===== src/rhsv_pkg.sv =====
// ----------------------------------------------------------------------------
// rhsv_pkg
// Shared types, widths and the restoring-division step used by the RGB to
// HSV pixel converter.
// ----------------------------------------------------------------------------
package rhsv_pkg;

  // Field widths of the pixel channels and results.
  localparam int CH_W   = 8;
  localparam int HUE_W  = 16;
  localparam int SAT_W  = 16;
  // Quotient bits produced by each division (both are Q0.16 fractions).
  localparam int Q_BITS = 16;
  // Hue divisor is six times the chroma, at most 1530.
  localparam int DEN_W  = 11;
  // Signed width of the hue numerator before the wrap.
  localparam int NUM_W  = 12;
  // Signed width of a channel difference.
  localparam int DIFF_W = CH_W + 1;

  // Sector of the largest channel.
  typedef enum logic [1:0] {
    SECT_RED,
    SECT_GREEN,
    SECT_BLUE
  } sector_t;

  // One input pixel.
  typedef struct packed {
    logic [CH_W-1:0] red;
    logic [CH_W-1:0] green;
    logic [CH_W-1:0] blue;
  } pixel_in_t;

  // One converted pixel.
  typedef struct packed {
    logic [HUE_W-1:0] hue;
    logic [SAT_W-1:0] saturation;
    logic [CH_W-1:0]  value;
  } pixel_out_t;

  // Partial state of the two divisions as it moves down the pipeline.
  typedef struct packed {
    logic [DEN_W-1:0]  hue_rem;
    logic [DEN_W-1:0]  hue_den;
    logic [Q_BITS-1:0] hue_quo;
    logic [CH_W-1:0]   sat_rem;
    logic [CH_W-1:0]   sat_den;
    logic [Q_BITS-1:0] sat_quo;
    logic              sat_full;
    logic [CH_W-1:0]   value;
  } div_work_t;

  // One restoring-division step for both the hue and the saturation lanes.
  // Each lane keeps its remainder below its divisor, so one quotient bit is
  // produced per step with a single compare and subtract.
  function automatic div_work_t div_step(div_work_t w);
    logic [DEN_W:0] hue_sh;
    logic [CH_W:0]  sat_sh;
    div_work_t      r;
    r      = w;
    hue_sh = {w.hue_rem, 1'b0};
    sat_sh = {w.sat_rem, 1'b0};
    if (hue_sh >= {1'b0, w.hue_den}) begin
      r.hue_rem = DEN_W'(hue_sh - {1'b0, w.hue_den});
      r.hue_quo = {w.hue_quo[Q_BITS-2:0], 1'b1};
    end else begin
      r.hue_rem = hue_sh[DEN_W-1:0];
      r.hue_quo = {w.hue_quo[Q_BITS-2:0], 1'b0};
    end
    if (sat_sh >= {1'b0, w.sat_den}) begin
      r.sat_rem = CH_W'(sat_sh - {1'b0, w.sat_den});
      r.sat_quo = {w.sat_quo[Q_BITS-2:0], 1'b1};
    end else begin
      r.sat_rem = sat_sh[CH_W-1:0];
      r.sat_quo = {w.sat_quo[Q_BITS-2:0], 1'b0};
    end
    return r;
  endfunction

endpackage


===== src/rhsv_div_pipe.sv =====
// ----------------------------------------------------------------------------
// rhsv_div_pipe
// Pipelined restoring divider that produces the hue and saturation quotients
// side by side, STEPS_PER_STAGE quotient bits per register stage.
// ----------------------------------------------------------------------------
module rhsv_div_pipe #(
  parameter int STEPS_PER_STAGE = 2
) (
  input  logic                 clk,
  input  logic                 rst_n,
  input  logic                 in_valid,
  output logic                 in_ready,
  input  rhsv_pkg::div_work_t  in_work,
  output logic                 out_valid,
  input  logic                 out_ready,
  output rhsv_pkg::div_work_t  out_work
);

  localparam int STAGES = rhsv_pkg::Q_BITS / STEPS_PER_STAGE;

  logic                valid_r   [STAGES];
  rhsv_pkg::div_work_t work_r    [STAGES];
  rhsv_pkg::div_work_t work_nxt  [STAGES];
  logic                src_valid [STAGES];
  logic                stage_ready [STAGES];

  // A stage takes a new request when it is empty or its content moves on.
  always_comb begin
    for (int k = STAGES - 1; k >= 0; k--) begin
      if (k == STAGES - 1) begin
        stage_ready[k] = !valid_r[k] || out_ready;
      end else begin
        stage_ready[k] = !valid_r[k] || stage_ready[k+1];
      end
    end
  end

  assign in_ready  = stage_ready[0];
  assign out_valid = valid_r[STAGES-1];
  assign out_work  = work_r[STAGES-1];

  for (genvar k = 0; k < STAGES; k++) begin : g_stage
    rhsv_pkg::div_work_t src_work;

    // Source of this stage: the pipeline input or the stage before.
    if (k == 0) begin : g_first
      assign src_valid[k] = in_valid;
      assign src_work     = in_work;
    end else begin : g_next
      assign src_valid[k] = valid_r[k-1];
      assign src_work     = work_r[k-1];
    end

    // STEPS_PER_STAGE division steps between registers.
    always_comb begin
      rhsv_pkg::div_work_t w;
      w = src_work;
      for (int s = 0; s < STEPS_PER_STAGE; s++) begin
        w = rhsv_pkg::div_step(w);
      end
      work_nxt[k] = w;
    end

    // Valid bit of the stage.
    always_ff @(posedge clk) begin
      if (!rst_n) begin
        valid_r[k] <= 1'b0;
      end else if (stage_ready[k]) begin
        valid_r[k] <= src_valid[k];
      end
    end

    // Payload of the stage, loaded only when a request moves in.
    always_ff @(posedge clk) begin
      if (stage_ready[k] && src_valid[k]) begin
        work_r[k] <= work_nxt[k];
      end
    end
  end

endmodule


===== src/rgb_to_hsv_pixel_top.sv =====
// ----------------------------------------------------------------------------
// rgb_to_hsv_pixel_top
// Converts a stream of 8-bit RGB pixels to HSV: Q0.16 hue, Q0.16 saturation
// and 8-bit value.
// ----------------------------------------------------------------------------
// Usage:
// Pixels enter on the in_ channel (in_valid, in_ready, in_pixel) and leave
// on the out_ channel (out_valid, out_ready, out_pixel), both valid/ready.
// Each accepted request gives exactly one result, in order.
// The pipeline takes one pixel per clock while out_ready is high.
// Its register stages, in order: one stage finds the maximum, minimum and
// sector, one forms the hue numerator and divisors, and the rest are the
// divider stages, each producing DIV_STEPS_PER_STAGE quotient bits of both
// hue and saturation.
// Throughput is set by the divider pipeline, one request per cycle while out_ready is high.
// When out_ready is low the stages fill up and in_ready drops once every
// stage holds a request; nothing is dropped or repeated.
// A synchronous reset (rst_n low) empties the pipeline; results in flight
// are discarded.
// ----------------------------------------------------------------------------
module rgb_to_hsv_pixel_top #(
  parameter int DIV_STEPS_PER_STAGE = 2
) (
  input  logic                 clk,
  input  logic                 rst_n,
  input  logic                 in_valid,
  output logic                 in_ready,
  input  rhsv_pkg::pixel_in_t  in_pixel,
  output logic                 out_valid,
  input  logic                 out_ready,
  output rhsv_pkg::pixel_out_t out_pixel
);

  localparam int CH_W   = rhsv_pkg::CH_W;
  localparam int DEN_W  = rhsv_pkg::DEN_W;
  localparam int NUM_W  = rhsv_pkg::NUM_W;
  localparam int DIFF_W = rhsv_pkg::DIFF_W;

  // Stage 1 registers.
  logic                     s1_valid_r;
  logic [CH_W-1:0]          s1_value_r;
  logic [CH_W-1:0]          s1_chroma_r;
  rhsv_pkg::sector_t        s1_sector_r;
  logic signed [DIFF_W-1:0] s1_diff_r;
  logic                     s1_ready;

  // Stage 2 registers.
  logic                     s2_valid_r;
  rhsv_pkg::div_work_t      s2_work_r;
  logic                     s2_ready;

  // Divider connections.
  logic                     div_in_ready;
  logic                     div_out_valid;
  rhsv_pkg::div_work_t      div_out_work;

  // Stage 1 next values.
  logic [CH_W-1:0]          s1_value_nxt;
  logic [CH_W-1:0]          s1_min;
  rhsv_pkg::sector_t        s1_sector_nxt;
  logic signed [DIFF_W-1:0] s1_diff_nxt;

  // Stage 2 next values.
  logic [DEN_W-1:0]         c_ext;
  logic [DEN_W-1:0]         den6;
  logic signed [NUM_W-1:0]  sect_off;
  logic signed [NUM_W-1:0]  num;
  logic signed [NUM_W-1:0]  num_wrap;
  rhsv_pkg::div_work_t      s2_work_nxt;

  // Flow control: a stage moves when it is empty or its content moves on.
  assign s2_ready = !s2_valid_r || div_in_ready;
  assign s1_ready = !s1_valid_r || s2_ready;
  assign in_ready = s1_ready;

  // Largest channel with red winning ties over green, green over blue.
  always_comb begin
    logic [CH_W-1:0] r;
    logic [CH_W-1:0] g;
    logic [CH_W-1:0] b;
    r = in_pixel.red;
    g = in_pixel.green;
    b = in_pixel.blue;
    if (r >= g && r >= b) begin
      s1_value_nxt  = r;
      s1_sector_nxt = rhsv_pkg::SECT_RED;
      s1_diff_nxt   = $signed({1'b0, g}) - $signed({1'b0, b});
    end else if (g >= b) begin
      s1_value_nxt  = g;
      s1_sector_nxt = rhsv_pkg::SECT_GREEN;
      s1_diff_nxt   = $signed({1'b0, b}) - $signed({1'b0, r});
    end else begin
      s1_value_nxt  = b;
      s1_sector_nxt = rhsv_pkg::SECT_BLUE;
      s1_diff_nxt   = $signed({1'b0, r}) - $signed({1'b0, g});
    end
    s1_min = (r < g) ? r : g;
    if (b < s1_min) begin
      s1_min = b;
    end
  end

  always_ff @(posedge clk) begin
    if (!rst_n) begin
      s1_valid_r <= 1'b0;
    end else if (s1_ready) begin
      s1_valid_r <= in_valid;
    end
  end

  always_ff @(posedge clk) begin
    if (s1_ready && in_valid) begin
      s1_value_r  <= s1_value_nxt;
      s1_chroma_r <= s1_value_nxt - s1_min;
      s1_sector_r <= s1_sector_nxt;
      s1_diff_r   <= s1_diff_nxt;
    end
  end

  // Hue numerator in sixths of a turn, wrapped into [0, 6C), and divisors.
  always_comb begin
    c_ext = DEN_W'(s1_chroma_r);
    den6  = (c_ext << 2) + (c_ext << 1);
    unique case (s1_sector_r)
      rhsv_pkg::SECT_RED:   sect_off = '0;
      rhsv_pkg::SECT_GREEN: sect_off = $signed({1'b0, c_ext} << 1);
      rhsv_pkg::SECT_BLUE:  sect_off = $signed({1'b0, c_ext} << 2);
      default:              sect_off = '0;
    endcase
    num = sect_off + NUM_W'(s1_diff_r);
    if (num < 0) begin
      num_wrap = num + $signed({1'b0, den6});
    end else begin
      num_wrap = num;
    end

    s2_work_nxt         = '0;
    s2_work_nxt.value   = s1_value_r;
    // A grey pixel divides zero by one, which gives hue zero.
    if (s1_chroma_r == '0) begin
      s2_work_nxt.hue_rem = '0;
      s2_work_nxt.hue_den = DEN_W'(1);
    end else begin
      s2_work_nxt.hue_rem = num_wrap[DEN_W-1:0];
      s2_work_nxt.hue_den = den6;
    end
    // A black pixel divides zero by one; full chroma is forced to all ones.
    if (s1_value_r == '0) begin
      s2_work_nxt.sat_rem  = '0;
      s2_work_nxt.sat_den  = CH_W'(1);
      s2_work_nxt.sat_full = 1'b0;
    end else if (s1_chroma_r == s1_value_r) begin
      s2_work_nxt.sat_rem  = '0;
      s2_work_nxt.sat_den  = s1_value_r;
      s2_work_nxt.sat_full = 1'b1;
    end else begin
      s2_work_nxt.sat_rem  = s1_chroma_r;
      s2_work_nxt.sat_den  = s1_value_r;
      s2_work_nxt.sat_full = 1'b0;
    end
  end

  always_ff @(posedge clk) begin
    if (!rst_n) begin
      s2_valid_r <= 1'b0;
    end else if (s2_ready) begin
      s2_valid_r <= s1_valid_r;
    end
  end

  always_ff @(posedge clk) begin
    if (s2_ready && s1_valid_r) begin
      s2_work_r <= s2_work_nxt;
    end
  end

  // Divider stages for hue and saturation.
  rhsv_div_pipe #(
    .STEPS_PER_STAGE (DIV_STEPS_PER_STAGE)
  ) u_div (
    .clk       (clk),
    .rst_n     (rst_n),
    .in_valid  (s2_valid_r),
    .in_ready  (div_in_ready),
    .in_work   (s2_work_r),
    .out_valid (div_out_valid),
    .out_ready (out_ready),
    .out_work  (div_out_work)
  );

  // Result from the last divider register.
  assign out_valid            = div_out_valid;
  assign out_pixel.hue        = div_out_work.hue_quo;
  assign out_pixel.saturation = div_out_work.sat_full ? '1 : div_out_work.sat_quo;
  assign out_pixel.value      = div_out_work.value;

endmodule

===== config.mk =====
export PLATFORM = sky130hd
export DESIGN_NAME = rgb_to_hsv_pixel_top
export DESIGN_NICKNAME = d
export VERILOG_FILES = /design/src/rhsv_pkg.sv /design/src/rhsv_div_pipe.sv /design/src/rgb_to_hsv_pixel_top.sv
export SDC_FILE = /design/constraint.sdc
export NUM_CORES = 1
export LEC_CHECK = 0
export BUFFER_PORTS_ARGS = -buffer_cell sky130_fd_sc_hd__clkbuf_2
export CORE_AREA = 2 2 351 353
export CTS_BUF_LIST = sky130_fd_sc_hd__clkbuf_4 sky130_fd_sc_hd__clkbuf_8 sky130_fd_sc_hd__clkbuf_16
export DETAILED_ROUTE_END_ITERATION = 8
export DIE_AREA = 0 0 353 355
export HOLD_SLACK_MARGIN = 0.03
export PLACE_DENSITY_LB_ADDON = 0.05
export SKIP_LAST_GASP = 1
export SLEW_MARGIN = 40
export SYNTH_ARGS = -nofsm -noshare
export SYNTH_HDL_FRONTEND = slang
export SYNTH_SLANG_ARGS = --single-unit

===== constraint.sdc =====
create_clock -name clk -period 7.25 [get_ports clk]
set_input_delay 0.725 -clock clk [delete_from_list [all_inputs] [get_ports clk]]
set_output_delay 0.725 -clock clk [all_outputs]
set_load 0.1 [all_outputs]

==> results.md <==
- Clock Skews: 25.3 ps
- Sink Count: 566
- Vias in the first global route: 25200
- YS warnings: 0
- Synth top area cells: edfxtp_1 (47%), ha_1 (12%), mux2_2 (5.1%)
- #FFs+latches synth: 566
- Status: complete, no violations
- Crit path time final: 6040 ps
- N_diodes: 0
- Worst Hold Class: flop to flop
- TritonCTS clock tree: built
- Max cap viols: 0
- Global route overflow: 0
- WP data required: 7630 ps
- Die height: 355 µm
- Startpoint types: input pin
- Final Cycle Share: 83.3%
- Slew HR: 44.0%
- VDD IR-drop max: 0.000192 V
- CTS Buf Count: 72
- Synth unique cells: 102
- Starting Density: 29.8%
- Post-synth EDFFs: 563
- Final WL: 89700 µm
- Final Slew Violations: 0
- RePlAce Congestion: 0.828
- Crit path arrival time: 6420 ps
- Die X: 353 µm
- Top-Level Pins: 70
- Global-route wire length before repair: 142000 µm
- Final Instance Count excl. Fillers: 5029
- DRT iter0 DRCs: 1326
- RSZ-0062 raised after global routing: false
- Critical path class: input pin to flop
- Pwr dens: 307 mW/mm²
- Antenna Nets Post-Route: 0
- Area grow syn2layout: 13.1%
- Total vias in the final route: 24400
- Register area share after synthesis: 46.9%
- Fmax: 0.166 GHz
- Fin nets: 3754
- DRT Pass-1 Iters: 5
- Syn avg cell area: 11.1 µm²
- Cell area after synthesis: 0.0362 mm²
- Largest net degree at the start of global routing: 65
- Syn_nets: 3659
- GRT Resource Usage Total: 14.2%
- Setup Fix Bufs, Post-CTS: 0
- Routed len/inst: 17.8 µm
- DPL Wire Length: 70300 µm
- Commonest non-fill, non-tap cell in the layout: edfxtp_1
- Post-cts resize count: 0
- Synth async-reset ratio: 0%
- Die area: 0.125 mm²
- Fillcell total: 12200
- Placed Cells: 4894
- Synth Flop Type: edfxtp_1
- Hold_buf cts: 0
- H-tree depth: 3
- Buffers on Ports: 69
- Layout cell share with drive strength beyond 1: 14.3%
- DRC viols: 0
- Post-synth top area share: 46.7%
- Sum Neg Setup Slack: 0 ps
- Worst-margin pin slew: 832 ps
- Top cell type by total area after synthesis: edfxtp_1
- Commonest non-fill, non-tap cells in the layout: edfxtp_1 (563), ha_1 (359), inv_1 (303)
- Skew-Pair Late Insertion Delay: 650 ps
- Row cnt: 128
- Cell count after synthesis: 3249
- Antenna violations before repair: 2
- Clock buffer depth: 3
- Crit end category: flop
- Root Driver: clkbuf_16
- Max Fanout on Critical Path: 17
- Final setup violation count: 0
- Clock Pin Slew Worst Setup and Hold Paths: 60 ps
- Core area: 0.121 mm²
- Final Hold Viols: 0
- Pleak: 15.9 nW
- Drt via density: 4.86
-- cell type report --
class                           count  area, µm²  area share [%]
Tap cell                         1625       2030            4.97
Clock buffer                       82       1880            4.59
Sequential cell                   566      17000            41.5
Clock inverter                     52        626            1.53
Timing Repair Buffer               87        509            1.24
Inverter                          307       1150            2.82
Multi-Input combinational cell   2310      17800            43.4
-- power by group --
group | total [mW] | internal, mW | switching [mW]
logic | 4.62 | 2.07 | 2.55
clock network | 3.74 | 2.25 | 1.49
registers | 4.20 | 4.01 | 0.187
total | 12.6 | 8.33 | 4.22
-- metal layers --
layer  track usage (%)  part of all wire (%)  vias up
met5                 0                 0.020        -
met4              4.95                   3.1        2
li1                  -                     -    12100
met2              24.8                    48      395
met1              18.0                    45    11800
met3              2.11                   3.1      147
-- worst max-delay path: stages --
cell      delay [ps]
clkbuf_2         160
inv_1            110
ha_1             320
nand2b_1          80
a21oi_1          330
o21a_1           200
nand2b_1         570
nor2_1            80
a21oi_1          230
ha_1             300
a21o_1           160
a21o_1           170
a21oi_1          190
or3b_2           460
o21ai_1          480
nor2_1           110
a21oi_1          240
ha_1             290
a21o_1           180
a21o_1           190
a21o_1           180
a21oi_1          220
o21ai_0          150
xnor2_1          150
xnor2_1          140
-- flip-flops by register name, indices dropped and copies added, names as in the netlist --
signal / count
s2_work_r: 47
s1_sector_r: 2
u_div.valid_r: 8
s1_valid_r: 1
s1_diff_r: 9
s1_chroma_r: 8
s1_value_r: 8
s2_valid_r: 1
u_div.work_r: 482
-- per-stage QoR --
step / setup slack, ps / area (µm²) / utilization, % / total power, mW / hold WS [ps]
after floorplan: 456 / 36200 / - / 7.81 / 400
final: 1210 / 40900 / 33.7 / 12.6 / 397
after global placement: 660 / 38400 / 31.6 / 8.83 / 402
after CTS: 1280 / 40900 / 33.7 / 12.8 / 360
after detailed placement: 606 / 38400 / 31.6 / 8.89 / 405
after global routing: 782 / 40900 / 33.7 / 13.4 / 405
-- cell families after synthesis --
family / synth area share, %
flip-flops: 46.9
AO/OA/AOI/OAI: 13.5
buffers and inverters: 4.26
adder cells (fa/ha/maj): 13.7
AND/OR/NAND/NOR: 10.9
multiplexers: 5.68
XOR/XNOR: 5.08
-- synthesized netlist by cell type (6+ instances only) --
library cell	count
o31ai_1	25
xnor2_1	132
clkbuf_1	22
a21o_1	53
o21bai_1	24
edfxtp_1	563
and3_1	18
a31oi_1	19
a211oi_1	27
o311ai_0	7
a21boi_0	17
xor2_1	78
buf_2	12
a41o_1	7
nand4_1	44
inv_1	303
nor2b_1	68
o31a_1	11
mux2_2	163
or2_2	46
nor2_1	267
nor3_1	69
buf_4	27
o211ai_1	13
nand2b_1	26
nand2_1	147
a211o_1	6
a22oi_1	7
or3_1	14
ha_1	359
o21ai_1	7
o21a_1	51
nor4_1	11
mux2i_1	19
nand3_1	36
a21oi_1	209
o21ai_0	149
fa_1	23
o21ba_2	10
and2_1	26
-- final timing paths --
path | startpoint | to | slack, ps | depth (start not counted)
worst max-delay path | in_pixel[9] | s1_chroma_r[7] | 1210 | 25
worst min-delay path | u_div.work_r[0][238] | u_div.work_r[1][1] | 400 | 0
worst min register to register | u_div.work_r[0][238] | u_div.work_r[1][1] | 400 | 0
worst max register to register | u_div.work_r[0][57] | u_div.work_r[0][154] | 1620 | 16
No activity file was read; power rests on OpenSTA's default activity.
